<file path="src/shfp_pkg.sv">
`timescale 1ns / 1ps

package shfp_pkg;

   localparam int unsigned MAX_PAYLOAD_DEF = 2048;

   localparam int unsigned LEN_W   = 16;
   localparam int unsigned IDX_W   = 11;
   localparam int unsigned PLEN_W  = 12;
   localparam int unsigned SUM_W   = 32;
   localparam int unsigned QDEPTH  = 2;
   localparam int unsigned QPTR_W  = (QDEPTH > 1) ? $clog2(QDEPTH) : 1;
   localparam int unsigned QCNT_W  = $clog2(QDEPTH + 1);

   localparam logic [7:0]  SYNC_FIRST      = 8'h40;
   localparam logic [7:0]  SYNC_SECOND     = 8'h54;
   localparam logic [7:0]  SERIAL_MOD_MASK = 8'h7F;
   localparam logic [15:0] CSR_RESET       = 16'd1;
   localparam int unsigned MODE_CHK_BIT    = 0;
   localparam int unsigned FLAG_OLD_SOURCE = 0;
   localparam int unsigned FLAG_SERIAL_GAP = 1;

   typedef enum logic [3:0] {
      PH_HUNT,
      PH_SYNC2,
      PH_SRC_LO,
      PH_SRC_HI,
      PH_LEN_LO,
      PH_LEN_HI,
      PH_SERIAL,
      PH_FEAT_LO,
      PH_FEAT_HI,
      PH_REQ,
      PH_MODE,
      PH_PAYLOAD,
      PH_SUM0,
      PH_SUM1,
      PH_SUM2,
      PH_SUM3
   } phase_type;

   typedef enum logic [3:0] {
      OP_HUNT,
      OP_SRC_LO,
      OP_SRC_HI,
      OP_LEN_LO,
      OP_LEN_HI,
      OP_SERIAL,
      OP_FEAT_LO,
      OP_FEAT_HI,
      OP_REQ,
      OP_MODE,
      OP_PAYLOAD,
      OP_SUM0,
      OP_SUM1,
      OP_SUM2,
      OP_SUM3
   } op_type;

   typedef struct packed {
      op_type             op;
      logic [7:0]         data;
      logic [IDX_W-1:0]   index;
      logic               done;
   } q_item_type;

endpackage

</file>
<file path="src/sync_header_frame_parser_top.sv">
`timescale 1ns / 1ps

// Port group   Direction   Handshake                  Carries
// req_*        in          req_valid / req_stall      one received byte
// rsp_*        out         rsp_valid / rsp_stall      payload byte or frame close
// csr_*        in          csr_wr_en                  min_source_version
//
// One byte a cycle sustained while rsp_stall stays low; a result passes through a queue entry and the output register.
// The front sequencer, a two-entry queue and the back header/result stage each
// stall on their own; req_stall rises only when the queue is full.
// Reset is synchronous and clears the parse state, flags and csr (to 1).
// A stalled result holds while the queue keeps taking bytes until it is full.

module sync_header_frame_parser_top #(
   parameter int unsigned MAX_PAYLOAD = shfp_pkg::MAX_PAYLOAD_DEF
) (
   input  logic                        clock,
   input  logic                        reset,
   input  logic                        req_valid,
   output logic                        req_stall,
   input  logic [7:0]                  req_rx_byte,
   output logic                        rsp_valid,
   input  logic                        rsp_stall,
   output logic                        rsp_is_payload,
   output logic [7:0]                  rsp_payload_byte,
   output logic [shfp_pkg::IDX_W-1:0]  rsp_payload_index,
   output logic                        rsp_frame_end,
   output logic [15:0]                 rsp_source_id,
   output logic [shfp_pkg::PLEN_W-1:0] rsp_payload_len,
   output logic [7:0]                  rsp_serial,
   output logic [15:0]                 rsp_feature_addr,
   output logic [7:0]                  rsp_request,
   output logic [7:0]                  rsp_mode_bits,
   output logic [1:0]                  rsp_status_flags,
   output logic [shfp_pkg::SUM_W-1:0]  rsp_checksum,
   input  logic                        csr_wr_en,
   input  logic [15:0]                 csr_wr_data
);
   import shfp_pkg::*;

   logic       take;
   logic       push;
   logic       pop;
   logic       q_full;
   logic       q_not_empty;
   q_item_type push_item;
   q_item_type head_item;

   assign req_stall = q_full;
   assign take      = req_valid && !q_full;

   shfp_front #(
      .MAX_PAYLOAD(MAX_PAYLOAD)
   ) u_front (
      .clock    (clock),
      .reset    (reset),
      .take     (take),
      .rx_byte  (req_rx_byte),
      .push     (push),
      .push_item(push_item)
   );

   shfp_queue u_queue (
      .clock    (clock),
      .reset    (reset),
      .push     (push),
      .push_item(push_item),
      .pop      (pop),
      .full     (q_full),
      .not_empty(q_not_empty),
      .head_item(head_item)
   );

   shfp_back u_back (
      .clock            (clock),
      .reset            (reset),
      .csr_wr_en        (csr_wr_en),
      .csr_wr_data      (csr_wr_data),
      .item_valid       (q_not_empty),
      .item             (head_item),
      .pop              (pop),
      .rsp_valid        (rsp_valid),
      .rsp_stall        (rsp_stall),
      .rsp_is_payload   (rsp_is_payload),
      .rsp_payload_byte (rsp_payload_byte),
      .rsp_payload_index(rsp_payload_index),
      .rsp_frame_end    (rsp_frame_end),
      .rsp_source_id    (rsp_source_id),
      .rsp_payload_len  (rsp_payload_len),
      .rsp_serial       (rsp_serial),
      .rsp_feature_addr (rsp_feature_addr),
      .rsp_request      (rsp_request),
      .rsp_mode_bits    (rsp_mode_bits),
      .rsp_status_flags (rsp_status_flags),
      .rsp_checksum     (rsp_checksum)
   );

endmodule

</file>
<file path="src/shfp_front.sv">
`timescale 1ns / 1ps

module shfp_front #(
   parameter int unsigned MAX_PAYLOAD = shfp_pkg::MAX_PAYLOAD_DEF
) (
   input  logic                 clock,
   input  logic                 reset,
   input  logic                 take,
   input  logic [7:0]           rx_byte,
   output logic                 push,
   output shfp_pkg::q_item_type push_item
);
   import shfp_pkg::*;

   localparam int unsigned POS_W = $clog2(MAX_PAYLOAD + 1);

   phase_type        phase_ff, phase_in;
   logic [7:0]       len_lo_ff, len_lo_in;
   logic [POS_W-1:0] len_ff, len_in;
   logic [POS_W-1:0] pos_ff, pos_in;
   logic [POS_W-1:0] pos_nxt;
   logic             chk_ff, chk_in;
   logic [LEN_W-1:0] full_len;

   assign full_len = {rx_byte, len_lo_ff};
   assign pos_nxt  = pos_ff + POS_W'(1);

   always_ff @(posedge clock) begin
      if (reset) begin
         phase_ff <= PH_HUNT;
      end else begin
         phase_ff <= phase_in;
      end
      len_lo_ff <= len_lo_in;
      len_ff    <= len_in;
      pos_ff    <= pos_in;
      chk_ff    <= chk_in;
   end

   always_comb begin
      phase_in        = phase_ff;
      len_lo_in       = len_lo_ff;
      len_in          = len_ff;
      pos_in          = pos_ff;
      chk_in          = chk_ff;
      push            = 1'b0;
      push_item.op    = OP_HUNT;
      push_item.data  = rx_byte;
      push_item.index = '0;
      push_item.done  = 1'b0;
      if (take) begin
         push = 1'b1;
         case (phase_ff)
            PH_HUNT: begin
               push_item.op = OP_HUNT;
               if (rx_byte == SYNC_FIRST) phase_in = PH_SYNC2;
            end
            PH_SYNC2: begin
               push     = 1'b0;
               phase_in = (rx_byte == SYNC_SECOND) ? PH_SRC_LO : PH_HUNT;
            end
            PH_SRC_LO: begin
               push_item.op = OP_SRC_LO;
               phase_in     = PH_SRC_HI;
            end
            PH_SRC_HI: begin
               push_item.op = OP_SRC_HI;
               phase_in     = PH_LEN_LO;
            end
            PH_LEN_LO: begin
               push_item.op = OP_LEN_LO;
               len_lo_in    = rx_byte;
               phase_in     = PH_LEN_HI;
            end
            PH_LEN_HI: begin
               push_item.op = OP_LEN_HI;
               len_in       = POS_W'(full_len);
               // drop oversized frames
               phase_in     = (full_len > LEN_W'(MAX_PAYLOAD)) ? PH_HUNT : PH_SERIAL;
            end
            PH_SERIAL: begin
               push_item.op = OP_SERIAL;
               phase_in     = PH_FEAT_LO;
            end
            PH_FEAT_LO: begin
               push_item.op = OP_FEAT_LO;
               phase_in     = PH_FEAT_HI;
            end
            PH_FEAT_HI: begin
               push_item.op = OP_FEAT_HI;
               phase_in     = PH_REQ;
            end
            PH_REQ: begin
               push_item.op = OP_REQ;
               phase_in     = PH_MODE;
            end
            PH_MODE: begin
               push_item.op = OP_MODE;
               pos_in       = '0;
               chk_in       = rx_byte[MODE_CHK_BIT];
               if (len_ff != '0) begin
                  phase_in = PH_PAYLOAD;
               end else if (rx_byte[MODE_CHK_BIT]) begin
                  phase_in = PH_SUM0;
               end else begin
                  phase_in       = PH_HUNT;
                  push_item.done = 1'b1;
               end
            end
            PH_PAYLOAD: begin
               push_item.op    = OP_PAYLOAD;
               push_item.index = IDX_W'(pos_ff);
               pos_in          = pos_nxt;
               if (pos_nxt >= len_ff) begin
                  if (chk_ff) begin
                     phase_in = PH_SUM0;
                  end else begin
                     phase_in       = PH_HUNT;
                     push_item.done = 1'b1;
                  end
               end
            end
            PH_SUM0: begin
               push_item.op = OP_SUM0;
               phase_in     = PH_SUM1;
            end
            PH_SUM1: begin
               push_item.op = OP_SUM1;
               phase_in     = PH_SUM2;
            end
            PH_SUM2: begin
               push_item.op = OP_SUM2;
               phase_in     = PH_SUM3;
            end
            PH_SUM3: begin
               push_item.op   = OP_SUM3;
               push_item.done = 1'b1;
               phase_in       = PH_HUNT;
            end
            default: begin
               push     = 1'b0;
               phase_in = PH_HUNT;
            end
         endcase
      end
   end

   a_pos_in_range: assert property (@(posedge clock) disable iff (reset)
      (phase_ff == PH_PAYLOAD) |-> (pos_ff < len_ff))
      else $error("payload position beyond frame length");

   a_sync2_no_push: assert property (@(posedge clock) disable iff (reset)
      (phase_ff == PH_SYNC2) |-> !push)
      else $error("second sync byte forwarded to back end");

endmodule

</file>
<file path="src/shfp_queue.sv">
`timescale 1ns / 1ps

module shfp_queue (
   input  logic                 clock,
   input  logic                 reset,
   input  logic                 push,
   input  shfp_pkg::q_item_type push_item,
   input  logic                 pop,
   output logic                 full,
   output logic                 not_empty,
   output shfp_pkg::q_item_type head_item
);
   import shfp_pkg::*;

   q_item_type        entry_ff [QDEPTH];
   logic [QPTR_W-1:0] wr_ptr_ff, wr_ptr_in;
   logic [QPTR_W-1:0] rd_ptr_ff, rd_ptr_in;
   logic [QCNT_W-1:0] count_ff, count_in;

   function automatic logic [QPTR_W-1:0] next_ptr(input logic [QPTR_W-1:0] p);
      logic [QPTR_W-1:0] r;
      if (p == QPTR_W'(QDEPTH - 1)) r = '0;
      else r = p + QPTR_W'(1);
      return r;
   endfunction

   assign full      = (count_ff == QCNT_W'(QDEPTH));
   assign not_empty = (count_ff != '0);
   assign head_item = entry_ff[rd_ptr_ff];

   always_comb begin
      wr_ptr_in = push ? next_ptr(wr_ptr_ff) : wr_ptr_ff;
      rd_ptr_in = pop ? next_ptr(rd_ptr_ff) : rd_ptr_ff;
      count_in  = count_ff;
      if (push && !pop) count_in = count_ff + QCNT_W'(1);
      else if (pop && !push) count_in = count_ff - QCNT_W'(1);
   end

   always_ff @(posedge clock) begin
      if (reset) begin
         wr_ptr_ff <= '0;
         rd_ptr_ff <= '0;
         count_ff  <= '0;
      end else begin
         wr_ptr_ff <= wr_ptr_in;
         rd_ptr_ff <= rd_ptr_in;
         count_ff  <= count_in;
      end
   end

   always_ff @(posedge clock) begin
      if (push) begin
         entry_ff[wr_ptr_ff] <= push_item;
      end
   end

   a_no_overflow: assert property (@(posedge clock) disable iff (reset)
      !(push && full && !pop))
      else $error("queue written while full");

   a_no_underflow: assert property (@(posedge clock) disable iff (reset)
      pop |-> not_empty)
      else $error("queue read while empty");

endmodule

</file>
<file path="src/shfp_back.sv">
`timescale 1ns / 1ps

module shfp_back (
   input  logic                        clock,
   input  logic                        reset,
   input  logic                        csr_wr_en,
   input  logic [15:0]                 csr_wr_data,
   input  logic                        item_valid,
   input  shfp_pkg::q_item_type        item,
   output logic                        pop,
   output logic                        rsp_valid,
   input  logic                        rsp_stall,
   output logic                        rsp_is_payload,
   output logic [7:0]                  rsp_payload_byte,
   output logic [shfp_pkg::IDX_W-1:0]  rsp_payload_index,
   output logic                        rsp_frame_end,
   output logic [15:0]                 rsp_source_id,
   output logic [shfp_pkg::PLEN_W-1:0] rsp_payload_len,
   output logic [7:0]                  rsp_serial,
   output logic [15:0]                 rsp_feature_addr,
   output logic [7:0]                  rsp_request,
   output logic [7:0]                  rsp_mode_bits,
   output logic [1:0]                  rsp_status_flags,
   output logic [shfp_pkg::SUM_W-1:0]  rsp_checksum
);
   import shfp_pkg::*;

   logic [15:0]       csr_min_ff;
   logic [15:0]       src_ff, src_in;
   logic [PLEN_W-1:0] len_ff, len_in;
   logic [7:0]        serial_ff, serial_in;
   logic [15:0]       feat_ff, feat_in;
   logic [7:0]        req_ff, req_in;
   logic [7:0]        mode_ff, mode_in;
   logic [1:0]        flags_ff, flags_in;
   logic [23:0]       sum_ff, sum_in;
   logic [7:0]        prev_ff, prev_in;
   logic              first_ff, first_in;
   logic              out_valid_ff, out_valid_in;
   logic              out_isp_ff, out_isp_in;
   logic [7:0]        out_byte_ff, out_byte_in;
   logic [IDX_W-1:0]  out_idx_ff, out_idx_in;
   logic              out_done_ff, out_done_in;
   logic [SUM_W-1:0]  out_sum_ff, out_sum_in;
   logic              emit;
   logic [15:0]       src_full;

   assign pop      = item_valid && (!out_valid_ff || !rsp_stall);
   assign src_full = {item.data, src_ff[7:0]};

   always_comb begin
      src_in      = src_ff;
      len_in      = len_ff;
      serial_in   = serial_ff;
      feat_in     = feat_ff;
      req_in      = req_ff;
      mode_in     = mode_ff;
      flags_in    = flags_ff;
      sum_in      = sum_ff;
      prev_in     = prev_ff;
      first_in    = first_ff;
      emit        = 1'b0;
      out_isp_in  = 1'b0;
      out_byte_in = '0;
      out_idx_in  = '0;
      out_done_in = item.done;
      out_sum_in  = '0;
      if (pop) begin
         case (item.op)
            OP_HUNT: flags_in = '0;
            OP_SRC_LO: src_in = {src_ff[15:8], item.data};
            OP_SRC_HI: begin
               src_in = src_full;
               if (src_full < csr_min_ff) flags_in[FLAG_OLD_SOURCE] = 1'b1;
            end
            OP_LEN_LO: len_in = {len_ff[PLEN_W-1:8], item.data};
            OP_LEN_HI: len_in = {item.data[PLEN_W-9:0], len_ff[7:0]};
            OP_SERIAL: begin
               serial_in = item.data;
               prev_in   = item.data;
               if (first_ff) begin
                  first_in = 1'b0;
               end else if (item.data != ((prev_ff + 8'd1) & SERIAL_MOD_MASK)) begin
                  flags_in[FLAG_SERIAL_GAP] = 1'b1;
               end
            end
            OP_FEAT_LO: feat_in = {feat_ff[15:8], item.data};
            OP_FEAT_HI: feat_in = {item.data, feat_ff[7:0]};
            OP_REQ: req_in = item.data;
            OP_MODE: begin
               mode_in = item.data;
               emit    = item.done;
            end
            OP_PAYLOAD: begin
               emit        = 1'b1;
               out_isp_in  = 1'b1;
               out_byte_in = item.data;
               out_idx_in  = item.index;
            end
            OP_SUM0: sum_in = {16'd0, item.data};
            OP_SUM1: sum_in[15:8] = item.data;
            OP_SUM2: sum_in[23:16] = item.data;
            OP_SUM3: begin
               emit        = 1'b1;
               out_done_in = 1'b1;
               out_sum_in  = {item.data, sum_ff};
            end
            default: emit = 1'b0;
         endcase
      end
      if (emit) out_valid_in = 1'b1;
      else if (!rsp_stall) out_valid_in = 1'b0;
      else out_valid_in = out_valid_ff;
   end

   always_ff @(posedge clock) begin
      if (reset) begin
         csr_min_ff   <= CSR_RESET;
         flags_ff     <= '0;
         first_ff     <= 1'b1;
         prev_ff      <= '0;
         out_valid_ff <= 1'b0;
      end else begin
         if (csr_wr_en) csr_min_ff <= csr_wr_data;
         flags_ff     <= flags_in;
         first_ff     <= first_in;
         prev_ff      <= prev_in;
         out_valid_ff <= out_valid_in;
      end
      src_ff    <= src_in;
      len_ff    <= len_in;
      serial_ff <= serial_in;
      feat_ff   <= feat_in;
      req_ff    <= req_in;
      mode_ff   <= mode_in;
      sum_ff    <= sum_in;
      if (emit) begin
         out_isp_ff  <= out_isp_in;
         out_byte_ff <= out_byte_in;
         out_idx_ff  <= out_idx_in;
         out_done_ff <= out_done_in;
         out_sum_ff  <= out_sum_in;
      end
   end

   assign rsp_valid         = out_valid_ff;
   assign rsp_is_payload    = out_isp_ff;
   assign rsp_payload_byte  = out_byte_ff;
   assign rsp_payload_index = out_idx_ff;
   assign rsp_frame_end     = out_done_ff;
   assign rsp_source_id     = src_ff;
   assign rsp_payload_len   = len_ff;
   assign rsp_serial        = serial_ff;
   assign rsp_feature_addr  = feat_ff;
   assign rsp_request       = req_ff;
   assign rsp_mode_bits     = mode_ff;
   assign rsp_status_flags  = flags_ff;
   assign rsp_checksum      = out_sum_ff;

   a_trailer_closes: assert property (@(posedge clock) disable iff (reset)
      (out_valid_ff && !out_isp_ff) |-> out_done_ff)
      else $error("non-payload word does not close a frame");

   a_trailer_clean: assert property (@(posedge clock) disable iff (reset)
      (out_valid_ff && !out_isp_ff) |-> (out_byte_ff == '0 && out_idx_ff == '0))
      else $error("non-payload word carries payload data");

   a_sum_on_close: assert property (@(posedge clock) disable iff (reset)
      (out_valid_ff && out_sum_ff != '0) |-> (out_done_ff && !out_isp_ff))
      else $error("checksum reported outside a closing word");

   a_pop_only_free: assert property (@(posedge clock) disable iff (reset)
      (emit && out_valid_ff) |-> !rsp_stall)
      else $error("result overwritten while stalled");

endmodule

</file>
<file path="config.mk">
export PLATFORM = sky130hd
export DESIGN_NAME = sync_header_frame_parser_top
export DESIGN_NICKNAME = d
export VERILOG_FILES = /design/src/shfp_pkg.sv /design/src/sync_header_frame_parser_top.sv /design/src/shfp_front.sv /design/src/shfp_queue.sv /design/src/shfp_back.sv
export SDC_FILE = /design/constraint.sdc
export NUM_CORES = 1
export LEC_CHECK = 0
export ABC_AREA = 1
export BUFFER_PORTS_ARGS = -buffer_cell sky130_fd_sc_hd__buf_2
export CAP_MARGIN = 10
export CORE_UTILIZATION = 55
export DETAILED_ROUTE_END_ITERATION = 8
export PLACE_DENSITY_LB_ADDON = 0.3
export SLEW_MARGIN = 15
export SYNTH_ARGS = -nofsm -noshare
export SYNTH_HDL_FRONTEND = slang
export SYNTH_SLANG_ARGS = --single-unit
</file>
<file path="constraint.sdc">
create_clock -name clock -period 4.4 [get_ports clock]
set_clock_uncertainty 0.1 [all_clocks]
set_input_delay 0.88 -clock clock [delete_from_list [all_inputs] [get_ports clock]]
set_output_delay 0.88 -clock clock [all_outputs]
set_load 0.005 [all_outputs]
</file>
==> results.yml <==
synth:
  seq_area_frac_synth_pct: 69.6
  netlist_area_um2: 10800
  synth_area_leaders: "edfxtp_1 (63%), dfxtp_1 (6.7%), nor2_1 (6.3%)"
  async_reset_ff_share_pct: 0
  synth_edf_count: 226
  synth_cell_type_count: 33
  ys_ff_latch: 262
  syn_inst: 963
  synth_fp_nets: 1022
  synth_ff_type: "edfxtp_1"
  synthTopCellsByCount: "edfxtp_1 (226), nor2_1 (182), inv_1 (137)"
  synth_area_leader_cell: "edfxtp_1"
  syn_avg_cell_area_um2: 11.2
  synth_top_area_share_pct: 62.9
  yosysMostFrequentCell: "edfxtp_1"
  synth_warnings: 0
sta:
  period_needed_ns: 3.17
  worst_slack_ns: 1.23
  finalMaxSlewViolations: 0
  hold_slack_ns: 0.346
  finalHoldViolations: 0
  max-slew-margin-rel_pct: 27.3
  rsz0062_at_grt: "no"
  timing.final.crit_share_pct: 72.1
  fin_tns_setup_ns: 0
  worst_pin_slew_ns: 1.09
  fmax_ghz: 0.315
  setup_violations: 0
hold_path:
  min-delay-start: "u_front.len_lo_ff[0]$_DFFE_PP_"
  hold_path_class: "register to register"
grt:
  grt_pass1_wl_mm: 35.5
  grt.busiest_layer: "met2"
  gr-usage-met3_pct: 3.67
  grt_use_met2_pct: 36.5
  grt_pass1_vias: 6780
  grtUsageTotal_pct: 23.1
  grt_util_met1_pct: 33.2
  antenna_found_initial: 1
  grt_max_degree: 34
  overflow: 0
route:
  dr.first_iter.drc_count: 613
  via_count: 7302
  wirelength_mm: 22.8
  antenna_left: 0
  drt_pass1_iterations: 6
  viasPerCell: 5.17
  drt-wirelength-per-cell_um: 16.1
  drc: 0
pwr:
  irDropWorstVdd_v: 0.000338
  powerDensity_nw_per_um2: 541
  p_leak_nw: 5.24
  total_power_mw: 6.89
clocking:
  cts-hold-fix-buffers: 0
  cts_buffer_depth: 3
  tritoncts: "built"
  cts_setup_buffers: 0
  cts-root-buf: "clkbuf_16"
  ctsHtreeMaxLevel: 1
  clock_sinks: 262
  numCtsBuffers: 26
  cts_resized: 0
  clock_latency_ns: 0.52
  cts.reportedPaths.clkPinSlew_ns: 0.06
worst_setup_path:
  crit_slowest_cell: "nand2_2"
  start_kind: "register"
  crit_path_frequent_cell: "inv_1"
  cp.arrival_ns: 3.30
  endpoint_kind: "register"
  worstPathCellList: "inv_1 > or2_2 > o21ai_1 > inv_1 > nor2_1 > inv_1 > nor2_1 > buf_4 > nand2_1 > nand2_2 > buf_4"
  required_ns: 4.52
  path_max_fanout: 30
  critPathKind: "register to register"
  max_stage_delay_ns: 0.51
floorplan:
  die_w_um: 142
  start_util_pct: 56.9
  core_um2: 19000
  rows: 50
  fp.dieH_um: 142
  die-area_um2: 20200
  io_pins: 154
placed_design:
  place_ws_ns: 1.06
  gp_congestion: 0.895
  place_hpwl_mm: 16.0
  place_area_um2: 11900
  port_buffers: 153
final_layout:
  finalInstanceArea_um2: 12700
  area_growth_pct: 18.0
  drive_gt1_share_pct: 19.9
  final_nets: 1190
run:
  cap_viol_max_count: 0
run_status:
  run_status: "complete, no violations"
## layout make-up
cell class                      count  area (um2)
Inverter                          146         548
Antenna cell                        1        2.50
Clock buffer                       41         768
Fill cell                        1447        6230
Multi-Input combinational cell    529        2630
Clock inverter                      7        82.6
Timing Repair Buffer              166         863
Sequential cell                   262        7510
Tap cell                          260         325
## state kept, by name, indices dropped and copies added (netlist names), 2 cells and up, named ones only
register	count
u_back.sum_ff	24
u_front.len_ff	12
u_back.rsp_payload_len	12
u_back.rsp_payload_index	11
u_back.rsp_mode_bits	8
u_queue.count_ff	2
u_back.rsp_checksum	32
u_back.rsp_serial	8
u_front.len_lo_ff	8
u_queue.entry_ff	48
u_back.rsp_status_flags	2
u_front.pos_ff	12
u_back.prev_ff	7
u_back.rsp_feature_addr	16
u_back.rsp_source_id	16
u_back.rsp_payload_byte	8
u_front.phase_ff	4
u_back.rsp_request	8
u_back.csr_min_ff	16
## metal layers
layer / share of wire [%] / vias to the layer above
li1: - / 3548
met1: 43 / 3452
met2: 47 / 271
met3: 8.1 / 31
met4: 2.0 / 0
met5: 0 / -
## worst paths after layout
check,to,slack [ns],depth (start not counted)
min reg2reg,u_front.len_ff[0]$_DFFE_PP_,0.35,0
max,u_back.rsp_payload_index[8]$_SDFFCE_PN0P_,1.23,11
min,u_front.len_ff[0]$_DFFE_PP_,0.35,0
max reg2reg,u_back.rsp_payload_index[8]$_SDFFCE_PN0P_,1.23,11
## cells in the final DEF (no fill, tap or decap), types with 2 or more instances in the layout
master / synthesis / final
edfxtp_1: 226 / 226
nor2_1: 182 / 180
buf_2: 5 / 153
inv_1: 137 / 137
nand2_1: 129 / 128
a21oi_1: 60 / 60
o21ai_0: 42 / 37
dfxtp_1: 36 / 36
ha_1: 30 / 30
clkbuf_16: 0 / 27
nand3_1: 21 / 21
buf_4: 0 / 13
nor3_1: 11 / 11
nand4_1: 10 / 10
clkbuf_1: 20 / 10
xor2_1: 9 / 9
o21ai_1: 3 / 8
inv_2: 6 / 6
clkinv_1: 3 / 5
o21ai_2: 4 / 4
or2_2: 4 / 4
nor2_2: 2 / 4
nor2_4: 4 / 4
clkbuf_8: 0 / 4
nor4_1: 3 / 3
a211oi_1: 3 / 3
clkinv_2: 0 / 3
or2_1: 2 / 2
nand2_2: 1 / 2
a21oi_2: 2 / 2
xnor2_1: 2 / 2
bufinv_16: 0 / 2
## per-stage QoR
step | cells | util (%)
after CTS | 1411 | 67.1
after detailed placement | 1363 | 62.7
after global routing | 1411 | 67.1
final | 1412 | 67.2
after floorplan | 963 | -
after global placement | 1363 | 62.7
## power breakdown
part | internal, mW | total, mW | switching [mW]
sequential | 3.14 | 3.24 | 0.0979
clock | 1.31 | 2.18 | 0.874
combinational | 0.404 | 1.47 | 1.06
## logic make-up (layout without fill, tap and decap cells)
family / after synthesis / in the layout / synth area share (%)
simple gates: 372 / 372 / 14.2
flops: 262 / 262 / 69.6
buf+inv: 172 / 360 / 6.11
compound gates: 116 / 116 / 5.73
fa+ha+maj: 30 / 30 / 3.48
xor+xnor: 11 / 11 / 0.893
other cells: 0 / 1 / 0
## critical path: cells and delay by family (launching register included)
family	cells	cell delay (ns)
AO/OA/AOI/OAI	1	0.13
buffers and inverters	5	1.00
flip-flops	1	0.35
AND/OR/NAND/NOR	5	1.28
(Power assumes the default switching activity.)
